--- config.mk ---
export PLATFORM = sky130hd
export DESIGN_NAME = modbus_read_registers_master_flat
export DESIGN_NICKNAME = d
export VERILOG_FILES = /design/src/design/mrr_pkg.sv /design/src/design/mrr_in_if.sv /design/src/design/mrr_out_if.sv /design/src/design/mrr_reply.sv /design/src/design/modbus_read_registers_master.sv /design/src/flat_wrapper.sv
export SDC_FILE = /design/constraint.sdc
export NUM_CORES = 1
export LEC_CHECK = 0
export BUFFER_PORTS_ARGS = -buffer_cell sky130_fd_sc_hd__buf_2
export CAP_MARGIN = 20
export CORE_UTILIZATION = 54
export DETAILED_ROUTE_END_ITERATION = 10
export PLACE_DENSITY_LB_ADDON = 0.25
export SYNTH_ARGS = -nofsm -noshare
export SYNTH_HDL_FRONTEND = slang
export SYNTH_SLANG_ARGS = --single-unit
--- constraint.sdc ---
create_clock -name clk -period 3.99 [get_ports clk]
set_input_delay 0.9975 -clock clk [delete_from_list [all_inputs] [get_ports clk]]
set_output_delay 0.9975 -clock clk [all_outputs]
set_load 0.01 [all_outputs]
--- src/design/mrr_pkg.sv ---
package mrr_pkg;

  localparam int FRAME_BYTES = 256;
  localparam int MAX_COUNT   = (FRAME_BYTES - 5) / 2;

  localparam logic [1:0] REQ_START = 2'd0;
  localparam logic [1:0] REQ_BYTE  = 2'd1;
  localparam logic [1:0] REQ_TICK  = 2'd2;

  localparam logic [1:0] KIND_TX     = 2'd0;
  localparam logic [1:0] KIND_WORD   = 2'd1;
  localparam logic [1:0] KIND_STATUS = 2'd2;

  localparam logic [1:0] ST_OK      = 2'd0;
  localparam logic [1:0] ST_CRC     = 2'd1;
  localparam logic [1:0] ST_TIMEOUT = 2'd2;

  localparam logic [0:0] CFG_DEV_ADDR = 1'd0;
  localparam logic [0:0] CFG_TIMEOUT  = 1'd1;

  localparam logic [7:0]  FUNC_READ_HOLDING = 8'h03;
  localparam logic [15:0] CRC_INIT          = 16'hFFFF;
  localparam logic [15:0] CRC_POLY          = 16'hA001;
  localparam logic [7:0]  DEV_ADDR_RESET    = 8'd1;
  localparam logic [15:0] TIMEOUT_RESET     = 16'd150;

  typedef struct packed {
    logic [1:0]  kind;
    logic [15:0] payload;
    logic [6:0]  word_index;
    logic [1:0]  status;
    logic        tx_last;
  } mrr_res_t;

  typedef struct packed {
    logic     vld;
    mrr_res_t res;
  } mrr_rsp_t;

  function automatic logic [15:0] crc_byte(input logic [15:0] crc, input logic [7:0] b);
    logic [15:0] c;
    c = crc ^ {8'h00, b};
    for (int k = 0; k < 8; k++) begin
      c = c[0] ? ((c >> 1) ^ CRC_POLY) : (c >> 1);
    end
    return c;
  endfunction

  function automatic logic [6:0] clamp_count(input logic [6:0] cnt);
    logic [6:0] m;
    m = 7'(MAX_COUNT);
    return (cnt > m) ? m : cnt;
  endfunction

endpackage

--- src/design/mrr_in_if.sv ---
interface mrr_in_if;
  logic        valid;
  logic        ready;
  logic [1:0]  req_type;
  logic [15:0] start_address;
  logic [6:0]  reg_count;
  logic [7:0]  rx_byte;

  modport source (output valid, output req_type, output start_address,
                  output reg_count, output rx_byte, input ready);
  modport sink (input valid, input req_type, input start_address,
                input reg_count, input rx_byte, output ready);
endinterface

--- src/design/mrr_out_if.sv ---
interface mrr_out_if;
  logic        valid;
  logic        ready;
  logic [1:0]  kind;
  logic [15:0] payload;
  logic [6:0]  word_index;
  logic [1:0]  status;
  logic        tx_last;

  modport source (output valid, output kind, output payload, output word_index,
                  output status, output tx_last, input ready);
  modport sink (input valid, input kind, input payload, input word_index,
                input status, input tx_last, output ready);
endinterface

--- src/design/mrr_reply.sv ---
module mrr_reply (
  input  logic                clk,
  input  logic                rst_n,
  input  logic                accept,
  input  logic [1:0]          req_type,
  input  logic [6:0]          reg_count,
  input  logic [7:0]          rx_byte,
  input  logic [15:0]         timeout_ticks,
  output mrr_pkg::mrr_rsp_t   rsp
);

  logic        waiting_r, waiting_nxt;
  logic [7:0]  rcv_cnt_r, rcv_cnt_nxt;
  logic [7:0]  frame_len_r, frame_len_nxt;
  logic [15:0] crc_r, crc_nxt;
  logic [15:0] ticks_r, ticks_nxt;
  logic [7:0]  hi_r, hi_nxt;
  logic [7:0]  crc_lo_r, crc_lo_nxt;
  logic [7:0]  body;
  logic [7:0]  widx;
  logic [6:0]  cnt_c;

  always_comb begin
    waiting_nxt   = waiting_r;
    rcv_cnt_nxt   = rcv_cnt_r;
    frame_len_nxt = frame_len_r;
    crc_nxt       = crc_r;
    ticks_nxt     = ticks_r;
    hi_nxt        = hi_r;
    crc_lo_nxt    = crc_lo_r;
    rsp           = '0;
    body          = frame_len_r - 8'd2;
    widx          = (rcv_cnt_r - 8'd4) >> 1;
    cnt_c         = mrr_pkg::clamp_count(reg_count);
    if (accept) begin
      unique case (req_type)
        mrr_pkg::REQ_START: begin
          waiting_nxt   = 1'b1;
          rcv_cnt_nxt   = '0;
          frame_len_nxt = {cnt_c, 1'b0} + 8'd5;
          crc_nxt       = mrr_pkg::CRC_INIT;
          ticks_nxt     = '0;
          hi_nxt        = '0;
          crc_lo_nxt    = '0;
        end
        mrr_pkg::REQ_BYTE: begin
          if (waiting_r) begin
            if (rcv_cnt_r < body) begin
              crc_nxt = mrr_pkg::crc_byte(crc_r, rx_byte);
              if (rcv_cnt_r >= 8'd3) begin
                if (rcv_cnt_r[0]) begin
                  hi_nxt = rx_byte;
                end else begin
                  rsp.vld            = 1'b1;
                  rsp.res.kind       = mrr_pkg::KIND_WORD;
                  rsp.res.payload    = {hi_r, rx_byte};
                  rsp.res.word_index = widx[6:0];
                end
              end
            end else if (rcv_cnt_r == body) begin
              crc_lo_nxt = rx_byte;
            end else begin
              rsp.vld          = 1'b1;
              rsp.res.kind     = mrr_pkg::KIND_STATUS;
              rsp.res.status   = ({rx_byte, crc_lo_r} == crc_r) ? mrr_pkg::ST_OK
                                                                : mrr_pkg::ST_CRC;
              waiting_nxt      = 1'b0;
            end
            rcv_cnt_nxt = rcv_cnt_r + 8'd1;
          end
        end
        mrr_pkg::REQ_TICK: begin
          if (waiting_r) begin
            ticks_nxt = (ticks_r == 16'hFFFF) ? ticks_r : ticks_r + 16'd1;
            if (ticks_nxt >= timeout_ticks) begin
              rsp.vld        = 1'b1;
              rsp.res.kind   = mrr_pkg::KIND_STATUS;
              rsp.res.status = mrr_pkg::ST_TIMEOUT;
              waiting_nxt    = 1'b0;
            end
          end
        end
        default: begin
        end
      endcase
    end
  end

  always_ff @(posedge clk) begin
    if (!rst_n) begin
      waiting_r   <= 1'b0;
      rcv_cnt_r   <= '0;
      frame_len_r <= '0;
      crc_r       <= mrr_pkg::CRC_INIT;
      ticks_r     <= '0;
      hi_r        <= '0;
      crc_lo_r    <= '0;
    end else begin
      waiting_r   <= waiting_nxt;
      rcv_cnt_r   <= rcv_cnt_nxt;
      frame_len_r <= frame_len_nxt;
      crc_r       <= crc_nxt;
      ticks_r     <= ticks_nxt;
      hi_r        <= hi_nxt;
      crc_lo_r    <= crc_lo_nxt;
    end
  end

  // reply position never passes the trailer while waiting
  assert property (@(posedge clk) disable iff (!rst_n)
    waiting_r |-> (rcv_cnt_r <= frame_len_r - 8'd1))
    else $error("reply position past frame");

  // any status result ends the transaction
  assert property (@(posedge clk) disable iff (!rst_n)
    (rsp.vld && rsp.res.kind == mrr_pkg::KIND_STATUS) |=> !waiting_r)
    else $error("status without going idle");

  // results only come from a running transaction
  assert property (@(posedge clk) disable iff (!rst_n)
    rsp.vld |-> (waiting_r && accept))
    else $error("result while idle");

endmodule

--- src/design/modbus_read_registers_master.sv ---
// Modbus RTU master, function 3 (read holding registers).
// in_ch takes words of three types: a start request (start_address, reg_count),
// a received line byte (rx_byte) and a one millisecond tick. out_ch gives
// transmit bytes, register words and a final transaction status.
// A start produces the 8 request bytes (address, 0x03, start, count, CRC low
// first), one per cycle on out_ch while out_ch is ready, tx_last on the eighth;
// in_ch is held off until the last one is loaded.
// Received bytes and ticks are registered into the output: any result appears
// on out_ch in the cycle after the word is accepted, and the next word is taken
// in the same cycle as long as the output register is empty or being drained.
// Register words appear as their second byte arrives; commit them only after
// a status of ok. A bad reply CRC gives crc error, running out of ticks gives
// timeout.
// cfg_index 0 sets the device address, 1 the timeout in ticks; write only
// while idle.
// Reset: device address 1, timeout 150, master idle, output empty.
// When out_ch stalls, the result stays in the output register and in_ch
// deasserts ready until it is taken.
module modbus_read_registers_master (
  input  logic        clk,
  input  logic        rst_n,
  mrr_in_if.sink      in_ch,
  mrr_out_if.source   out_ch,
  input  logic        cfg_we,
  input  logic [0:0]  cfg_index,
  input  logic [15:0] cfg_wdata
);

  logic [7:0]        dev_addr_r;
  logic [15:0]       timeout_r;
  logic              out_valid_r, out_valid_nxt;
  mrr_pkg::mrr_res_t out_r, out_nxt;
  logic              tx_pend_r, tx_pend_nxt;
  logic [2:0]        tx_idx_r, tx_idx_nxt;
  logic [15:0]       tx_crc_r, tx_crc_nxt;
  logic [15:0]       tx_addr_r, tx_addr_nxt;
  logic [6:0]        tx_cnt_r, tx_cnt_nxt;
  logic [7:0]        tx_byte;
  logic              out_free;
  logic              in_fire;
  mrr_pkg::mrr_rsp_t rsp;

  assign out_free    = !out_valid_r || out_ch.ready;
  assign in_ch.ready = !tx_pend_r && out_free;
  assign in_fire     = in_ch.valid && in_ch.ready;

  mrr_reply u_reply (
    .clk           (clk),
    .rst_n         (rst_n),
    .accept        (in_fire),
    .req_type      (in_ch.req_type),
    .reg_count     (in_ch.reg_count),
    .rx_byte       (in_ch.rx_byte),
    .timeout_ticks (timeout_r),
    .rsp           (rsp)
  );

  always_comb begin
    unique case (tx_idx_r)
      3'd0:    tx_byte = dev_addr_r;
      3'd1:    tx_byte = mrr_pkg::FUNC_READ_HOLDING;
      3'd2:    tx_byte = tx_addr_r[15:8];
      3'd3:    tx_byte = tx_addr_r[7:0];
      3'd4:    tx_byte = 8'h00;
      3'd5:    tx_byte = {1'b0, tx_cnt_r};
      3'd6:    tx_byte = tx_crc_r[7:0];
      3'd7:    tx_byte = tx_crc_r[15:8];
      default: tx_byte = 8'h00;
    endcase
  end

  always_comb begin
    out_valid_nxt = out_valid_r && !out_ch.ready;
    out_nxt       = out_r;
    tx_pend_nxt   = tx_pend_r;
    tx_idx_nxt    = tx_idx_r;
    tx_crc_nxt    = tx_crc_r;
    tx_addr_nxt   = tx_addr_r;
    tx_cnt_nxt    = tx_cnt_r;
    if (in_fire && in_ch.req_type == mrr_pkg::REQ_START) begin
      out_valid_nxt   = 1'b1;
      out_nxt         = '0;
      out_nxt.kind    = mrr_pkg::KIND_TX;
      out_nxt.payload = {8'h00, dev_addr_r};
      tx_pend_nxt     = 1'b1;
      tx_idx_nxt      = 3'd1;
      tx_crc_nxt      = mrr_pkg::crc_byte(mrr_pkg::CRC_INIT, dev_addr_r);
      tx_addr_nxt     = in_ch.start_address;
      tx_cnt_nxt      = mrr_pkg::clamp_count(in_ch.reg_count);
    end else if (rsp.vld) begin
      out_valid_nxt = 1'b1;
      out_nxt       = rsp.res;
    end else if (tx_pend_r && out_free) begin
      out_valid_nxt   = 1'b1;
      out_nxt         = '0;
      out_nxt.kind    = mrr_pkg::KIND_TX;
      out_nxt.payload = {8'h00, tx_byte};
      out_nxt.tx_last = (tx_idx_r == 3'd7);
      if (tx_idx_r < 3'd6) begin
        tx_crc_nxt = mrr_pkg::crc_byte(tx_crc_r, tx_byte);
      end
      tx_idx_nxt = tx_idx_r + 3'd1;
      if (tx_idx_r == 3'd7) begin
        tx_pend_nxt = 1'b0;
      end
    end
  end

  always_ff @(posedge clk) begin
    if (!rst_n) begin
      dev_addr_r  <= mrr_pkg::DEV_ADDR_RESET;
      timeout_r   <= mrr_pkg::TIMEOUT_RESET;
      out_valid_r <= 1'b0;
      tx_pend_r   <= 1'b0;
      tx_idx_r    <= '0;
    end else begin
      if (cfg_we) begin
        unique case (cfg_index)
          mrr_pkg::CFG_DEV_ADDR: dev_addr_r <= cfg_wdata[7:0];
          mrr_pkg::CFG_TIMEOUT:  timeout_r  <= cfg_wdata;
          default: begin
          end
        endcase
      end
      out_valid_r <= out_valid_nxt;
      tx_pend_r   <= tx_pend_nxt;
      tx_idx_r    <= tx_idx_nxt;
    end
  end

  always_ff @(posedge clk) begin
    out_r     <= out_nxt;
    tx_crc_r  <= tx_crc_nxt;
    tx_addr_r <= tx_addr_nxt;
    tx_cnt_r  <= tx_cnt_nxt;
  end

  assign out_ch.valid      = out_valid_r;
  assign out_ch.kind       = out_r.kind;
  assign out_ch.payload    = out_r.payload;
  assign out_ch.word_index = out_r.word_index;
  assign out_ch.status     = out_r.status;
  assign out_ch.tx_last    = out_r.tx_last;

  // while request bytes remain, the output holds a request byte
  assert property (@(posedge clk) disable iff (!rst_n)
    tx_pend_r |-> (out_valid_r && out_r.kind == mrr_pkg::KIND_TX))
    else $error("request sequence lost its output");

  // tx_last marks only the closing request byte
  assert property (@(posedge clk) disable iff (!rst_n)
    (out_valid_r && out_r.tx_last) |-> (out_r.kind == mrr_pkg::KIND_TX && !tx_pend_r))
    else $error("tx_last out of place");

  // a start loads the device address as the first request byte
  assert property (@(posedge clk) disable iff (!rst_n)
    (in_fire && in_ch.req_type == mrr_pkg::REQ_START) |=>
      (out_valid_r && out_r.payload == {8'h00, dev_addr_r} && tx_idx_r == 3'd1))
    else $error("request did not open with device address");

endmodule
--- src/flat_wrapper.sv ---
// flat-port wrapper written by rule: the top's interface ports become plain ports
module modbus_read_registers_master_flat 
  (clk, rst_n, cfg_we, cfg_index, cfg_wdata, in_ch_valid, in_ch_req_type, in_ch_start_address, in_ch_reg_count, in_ch_rx_byte, in_ch_ready, out_ch_valid, out_ch_kind, out_ch_payload, out_ch_word_index, out_ch_status, out_ch_tx_last, out_ch_ready);
  mrr_in_if in_ch_i ();
  mrr_out_if out_ch_i ();
  input  logic clk;
  input  logic rst_n;
  input  logic cfg_we;
  input  logic [0:0] cfg_index;
  input  logic [15:0] cfg_wdata;
  input wire logic [$bits(in_ch_i.valid)-1:0] in_ch_valid;
  input wire logic [$bits(in_ch_i.req_type)-1:0] in_ch_req_type;
  input wire logic [$bits(in_ch_i.start_address)-1:0] in_ch_start_address;
  input wire logic [$bits(in_ch_i.reg_count)-1:0] in_ch_reg_count;
  input wire logic [$bits(in_ch_i.rx_byte)-1:0] in_ch_rx_byte;
  output wire logic [$bits(in_ch_i.ready)-1:0] in_ch_ready;
  output wire logic [$bits(out_ch_i.valid)-1:0] out_ch_valid;
  output wire logic [$bits(out_ch_i.kind)-1:0] out_ch_kind;
  output wire logic [$bits(out_ch_i.payload)-1:0] out_ch_payload;
  output wire logic [$bits(out_ch_i.word_index)-1:0] out_ch_word_index;
  output wire logic [$bits(out_ch_i.status)-1:0] out_ch_status;
  output wire logic [$bits(out_ch_i.tx_last)-1:0] out_ch_tx_last;
  input wire logic [$bits(out_ch_i.ready)-1:0] out_ch_ready;
  assign in_ch_i.valid = in_ch_valid;
  assign in_ch_i.req_type = in_ch_req_type;
  assign in_ch_i.start_address = in_ch_start_address;
  assign in_ch_i.reg_count = in_ch_reg_count;
  assign in_ch_i.rx_byte = in_ch_rx_byte;
  assign in_ch_ready = in_ch_i.ready;
  assign out_ch_valid = out_ch_i.valid;
  assign out_ch_kind = out_ch_i.kind;
  assign out_ch_payload = out_ch_i.payload;
  assign out_ch_word_index = out_ch_i.word_index;
  assign out_ch_status = out_ch_i.status;
  assign out_ch_tx_last = out_ch_i.tx_last;
  assign out_ch_i.ready = out_ch_ready;
  modbus_read_registers_master u_core (.clk(clk), .rst_n(rst_n), .in_ch(in_ch_i), .out_ch(out_ch_i), .cfg_we(cfg_we), .cfg_index(cfg_index), .cfg_wdata(cfg_wdata));
endmodule
* Yosys cells after proc, flatten, opt, wreduce, memory -nomap -nowiden *
Cells that the tools add are included.

word-level totals
  logic and storage cells = 200
  bits in registers = 161
  output and inout port bits = 30

operators by class
  muxes and demuxes = 83
  reductions and logical operators = 34
  add/subtract/negate cells = 6
  equality and inequality tests = 20
  magnitude comparators = 5
  bitwise gates (word level) = 30

operators with widths
  kind                                            number
  2-to-1 mux 16 bit                               32
  2-to-1 mux 28 bit                               4
  NOT 2 -> 3 bit                                  24
  2-to-1 mux 8 bit                                8
  one-hot mux 16 bit (2 select lines)             2
  one-hot mux 8 bit (8 select lines)              1
  2-to-1 mux 26 bit                               2
  one-hot mux 8 bit (2 select lines)              3
  2-to-1 mux 23 bit                               2
  XOR 16 x 8 -> 16 bit                            2
  2-to-1 mux 1 bit                                18
  2-to-1 mux 18 bit                               1
  adder 16 x 1 -> 16 bit (second input constant)  1
  equality test 16 bit                            1
  equality test 16 bit (second input constant)    1
  >= comparator 16 bit                            1
  != test 2 bit (second input constant)           8
  NOT 8 -> 16 bit                                 1
  equality test 3 bit (second input constant)     4
  2-to-1 mux 3 bit                                4
  AND reduction 2 bit                             6
  AND reduction 3 bit                             4
  nonzero test 2 bit                              6
  adder 8 x 1 -> 8 bit (second input constant)    1
  29 further kinds                                41

* Longest topological paths before layout *
  depth in word-level cells = 23
  depth in mapped cells = 18
  gate-level depth less buffers = 17

* By module *
From an unflattened synthesis, not the netlist that was laid out.

second synthesis, totals
  cell total of the unflattened synthesis = 915
  area total of the unflattened synthesis = 8,633.3 um^2

modules (own cells, without submodules)
  module                        cells each  seq. area each (um^2)  times used  area an instance (um^2)
  modbus_read_registers_master  410         2,392.3                1           4,429.2
  mrr_reply                     505         1,301.2                1           4,204.0

* Least setup slack after synthesis *
OpenSTA, ideal clock, no wires.

  kind = register to register
  from = register u_core.u_reply.ticks_r[0]
  to = register u_core.out_r (netlist bit u_core.out_ch.payload[0]) (enable)
  clock period less this slack = 4,208 ps
  required time = 3,717 ps
  data arrival time = 3,936 ps
  library setup time = 273 ps
  stages on the path, launching flop included = 18
  slack = -218 ps
  cells stage by stage = dfxtp_1 > ha_1 > and3_1 > and3_1 > nand4_1 > nand3_1 > xnor2_1 > ha_1 > a21o_1 > a21o_1 > a21o_1 > a2111oi_2 > o21a_2 > o221ai_2 > o311a_4 > nor3_4 > buf_6 > inv_1

on the way
  word-level cells in the longest chain between the ends = 8
  elaborated cells between the ends (all ways) = 9
  those cells by class = add/sub: 1; order compare: 1; eq/ne: 1; mux: 5; reduce/logical: 1

ends and longest elaborated chain
  what                                                                   RTL line                             text
  from (decl)                                                            mrr_reply.sv:16                      logic [15:0] ticks_r, ticks_nxt;
  from (signal assigned)                                                 mrr_reply.sv:103                     ticks_r <= ticks_nxt;
  adder 16 x 1 -> 16 bit / equality test 16 bit (equally long branches)  mrr_reply.sv:74                      ticks_nxt = (ticks_r == 16'hFFFF) ? ticks_r : ticks_r + 16'd1;
  2-to-1 mux 16 bit *                                                    mrr_reply.sv:74
  >= comparator 16 bit *                                                 mrr_reply.sv:75                      if (ticks_nxt >= timeout_ticks) begin
  2-to-1 mux 3 bit *                                                     mrr_reply.sv:75
  2-to-1 mux 3 bit *                                                     mrr_reply.sv:73                      if (waiting_r) begin
  one-hot mux 3 bit (2 select lines) *                                   mrr_reply.sv:36                      unique case (req_type)
  2-to-1 mux 28 bit *                                                    mrr_reply.sv:35                      if (accept) begin
  nonzero test 3 bit (no source line) *                                  n/a
  to (signal assigned)                                                   modbus_read_registers_master.sv:132  out_r <= out_nxt;
  to (decl)                                                              modbus_read_registers_master.sv:32   mrr_pkg::mrr_res_t out_r, out_nxt;

Every way passes the cells marked *; elsewhere a longest branch is shown, timed or not.
A chain may end at the register's enable or synchronous reset.

* Worst setup path in the final report *
  from = register u_core.u_reply.ticks_r[9]
  to = register u_core.out_r (netlist bit u_core.out_ch.payload[5]) (enable)

Same word-level chain as after synthesis.

==> flow_summary.yaml <==
logic_synthesis:
  synth-edff-count: 47
  yosys.cell_count.top_type: "nand2_1"
  synth.top_cell.area_share_pct: 26.62
  ys_async_sr_fraction_pct: 0
  ys_ff_latch: 161
  yosysWarnings: 0
  syn_inst: 910
  synth_ff_type: "dfxtp_1"
  synthTopCellsByCount: "nand2_1 (117), dfxtp_1 (114), xnor2_1 (66)"
  avgSynthCellArea_um2: 9.421
  synth_seq_area_share_pct: 43.08
  synthesis.nets: 1005
  synth_area_mm2: 0.008573
  ys_types: 63
  yosysTopAreaCell: "dfxtp_1"
  synth.area.top_cells: "dfxtp_1 (27%), edfxtp_1 (16%), xnor2_1 (6.7%)"
placed_design:
  io_buffers: 84
  postPlaceCellArea_mm2: 0.009330
  dp_hpwl_um: 15040
  place.gp.congestion: 0.9034
cts:
  cts-root-buf: "clkbuf_16"
  clk_path_buf_depth: 2
  cts_sinks: 161
  ctsHtreeMaxLevel: 4
  cts_tree: "built"
  path_clk_slew_ns: 0.06
  clk_latency_ns: 0.43
  cts_buffers: 17
power_and_ir_drop:
  ir_drop_v: 0.0003266
  power.density_mw_per_mm2: 421.2
  total_power_mw: 4.229
  p_leak_nw: 4.067
run:
  max-cap-violations: 0
timing:
  max_slew.worst_pin.slew_ns: 1.018
  max_slew_margin_pct: 32.16
  max_freq_mhz: 252.1
  final-hold-violation-count: 0
  tns_ns: 0
  fin_crit_sh_pct: 99.42
  period_minus_slack_ns: 3.967
  rsz0062_at_grt: "yes"
  slew_viol_final: 0
  fin_skew_ns: 0.008556
  finalSetupViolations: 0
cells_and_area:
  final_net_count: 1095
  num_antenna_cells: 0
  area_delta_synth_final_pct: 17.10
  drive_above_1_share_pct: 20.34
  final_core_util_pct: 65.32
  stdcell_area_mm2: 0.01004
  fillCellCount: 1277
floorplanning:
  die_area_mm2: 0.01638
  die_x_um: 128
  start_util_pct: 55.78
  core_area_mm2: 0.01537
  die_h_um: 128
  fp-row-count: 45
  ios: 85
global_route:
  antenna_found_initial: 0
  grt_overflow: 0
  grt_max_degree: 45
  grt_pass1_wl_um: 32800
  globalRouteTotalUtil_pct: 26.17
  grt_pass1_vias: 6399
critical_path:
  critical_path_class: "reg2reg"
  worst-path-max-fanout: 8
  critPathRequiredTime_ns: 4.13
  endpoint_kind: "flip-flop"
  crit_path_start_kind: "flip-flop"
  worstPathArrival_ns: 4.11
detailed_routing:
  drtPass1Iterations: 5
  ant_nets: 0
  drt_iter0_markers: 475
  vias: 6958
  postRouteWirelength_um: 20890
  viasPerCell: 5.685
  remaining_drc_errors: 0
  avgRoutedWirePerCell_um: 17.06
run_status:
  status: "complete, no violations"
hold_path:
  hold_class: "reg2reg"
where the power goes:
| group | leakage, nW | switching (mW) | internal (mW) |
|---|---|---|---|
| Combinational | 2.41 | 0.404 | 0.349 |
| Sequential | 1.36 | 0.0585 | 1.80 |
| Clock | 0.295 | 0.666 | 0.953 |
| Total | 4.07 | 1.13 | 3.10 |
repair_timing:
action | in CTS | in global routing
hold buffers | 0 | 0
pin swaps | 0 | 7
gates cloned | 0 | 0
gates resized for setup | 0 | 11
buffers inserted | 0 | 8
setup endpoints to repair | 14 | 26
worst max-delay path, stage by stage (launching register included):
cell and delay (ns):
dfxtp_2 0.33, and4_4 0.24, and3_4 0.18, and3_4 0.19
nand4_1 0.12, buf_6 0.17, and3_4 0.16, xor2_2 0.14
ha_1 0.31, a21o_1 0.18, a21o_1 0.15, a2111oi_2 0.29
o21a_2 0.23, o221ai_4 0.14, o311a_4 0.40, nor3_4 0.19
clkinvlp_4 0.24
per-layer routing:
metal / track usage [%] / wire length [µm] / up-vias
li1: - / - / 3385
met1: 35.33 / 9621 / 3280
met2: 42.52 / 9584 / 259
met3: 5.885 / 1348 / 34
met4: 6.505 / 332 / 0
met5: 0 / 0 / -
layout make-up:
| class | instances | area [µm²] | area share, % |
|---|---|---|---|
| Multi-Input combinational cell | 664 | 4623 | 46.05 |
| Timing Repair Buffer | 123 | 724.4 | 7.216 |
| Inverter | 33 | 127.6 | 1.271 |
| Tap cell | 211 | 264.0 | 2.630 |
| Clock inverter | 10 | 97.59 | 0.9721 |
| Clock buffer | 22 | 496.7 | 4.948 |
| Sequential cell | 161 | 3706 | 36.91 |
final timing paths:
path                                                              from                                  to  slack (ns)  cells past startpoint
worst min register to register      u_core.out_ch.kind[0]$_SDFFE_PP0P_  u_core.out_ch.kind[0]$_SDFFE_PP0P_        0.45                      1
worst min-delay path                u_core.out_ch.kind[0]$_SDFFE_PP0P_  u_core.out_ch.kind[0]$_SDFFE_PP0P_        0.45                      1
worst max register to register  u_core.u_reply.ticks_r[9]$_SDFFE_PN0P_  u_core.out_ch.payload[5]$_DFFE_PP_        0.02                     16
worst max-delay path            u_core.u_reply.ticks_r[9]$_SDFFE_PN0P_  u_core.out_ch.payload[5]$_DFFE_PP_        0.02                     16
state kept, by name (all words and copies together) (netlist names):
name,count
u_core.u_reply.waiting_r,1
u_core.out_ch.tx_last,1
u_core.out_ch.word_index,7
u_core.u_reply.ticks_r,16
u_core.u_reply.rcv_cnt_r,8
u_core.tx_addr_r,16
u_core.u_reply.crc_r,16
u_core.u_reply.hi_r,8
u_core.dev_addr_r,8
u_core.out_ch.valid,1
u_core.u_reply.crc_lo_r,8
u_core.u_reply.frame_len_r,8
u_core.out_ch.kind,2
u_core.tx_pend_r,1
u_core.tx_cnt_r,7
u_core.out_ch.status,2
u_core.tx_idx_r,3
u_core.out_ch.payload,16
u_core.tx_crc_r,16
u_core.timeout_r,16
placed cells by master, fill, tap and decap left out, types with 7 or more instances in the layout:
cell and count:
xnor2_1 65, o211ai_1 7, nand4_1 14, and3_1 7, ha_1 38, a22o_2 9
buf_2 84, nor2_1 41, dfxtp_2 7, o22ai_1 17, nand2_1 116, xor2_1 29
a21o_1 10, nor3_1 13, a21oi_1 35, dfxtp_1 106, o21a_1 8, o21ai_0 23
a22o_1 16, clkbuf_16 19, a21boi_0 26, nand3_1 23, nor2b_1 39, a22oi_1 17
inv_1 31, edfxtp_1 47, buf_4 36, and2_1 15, mux2i_1 16
metrics by stage:
stage	setup WS (ns)	cells	hold slack (ns)
2_1_floorplan	-0.01109	910	0.4419
3_3_place_gp	0.08287	1184	0.4357
3_5_place_dp	0.01817	1184	0.4403
4_1_cts	-0.01403	1216	0.4571
5_1_grt	-0.09879	1224	0.4905
6_report	0.02298	1224	0.4541
cells by family after synthesis:
group / synth area share [%]
AO/OA/AOI/OAI: 16.75
flip-flops: 43.08
multiplexers: 2.393
buffers and inverters: 4.101
AND/OR/NAND/NOR: 17.37
adder cells (fa/ha/maj): 5.838
XOR/XNOR: 10.46
Power figures use the tool's default switching activity.
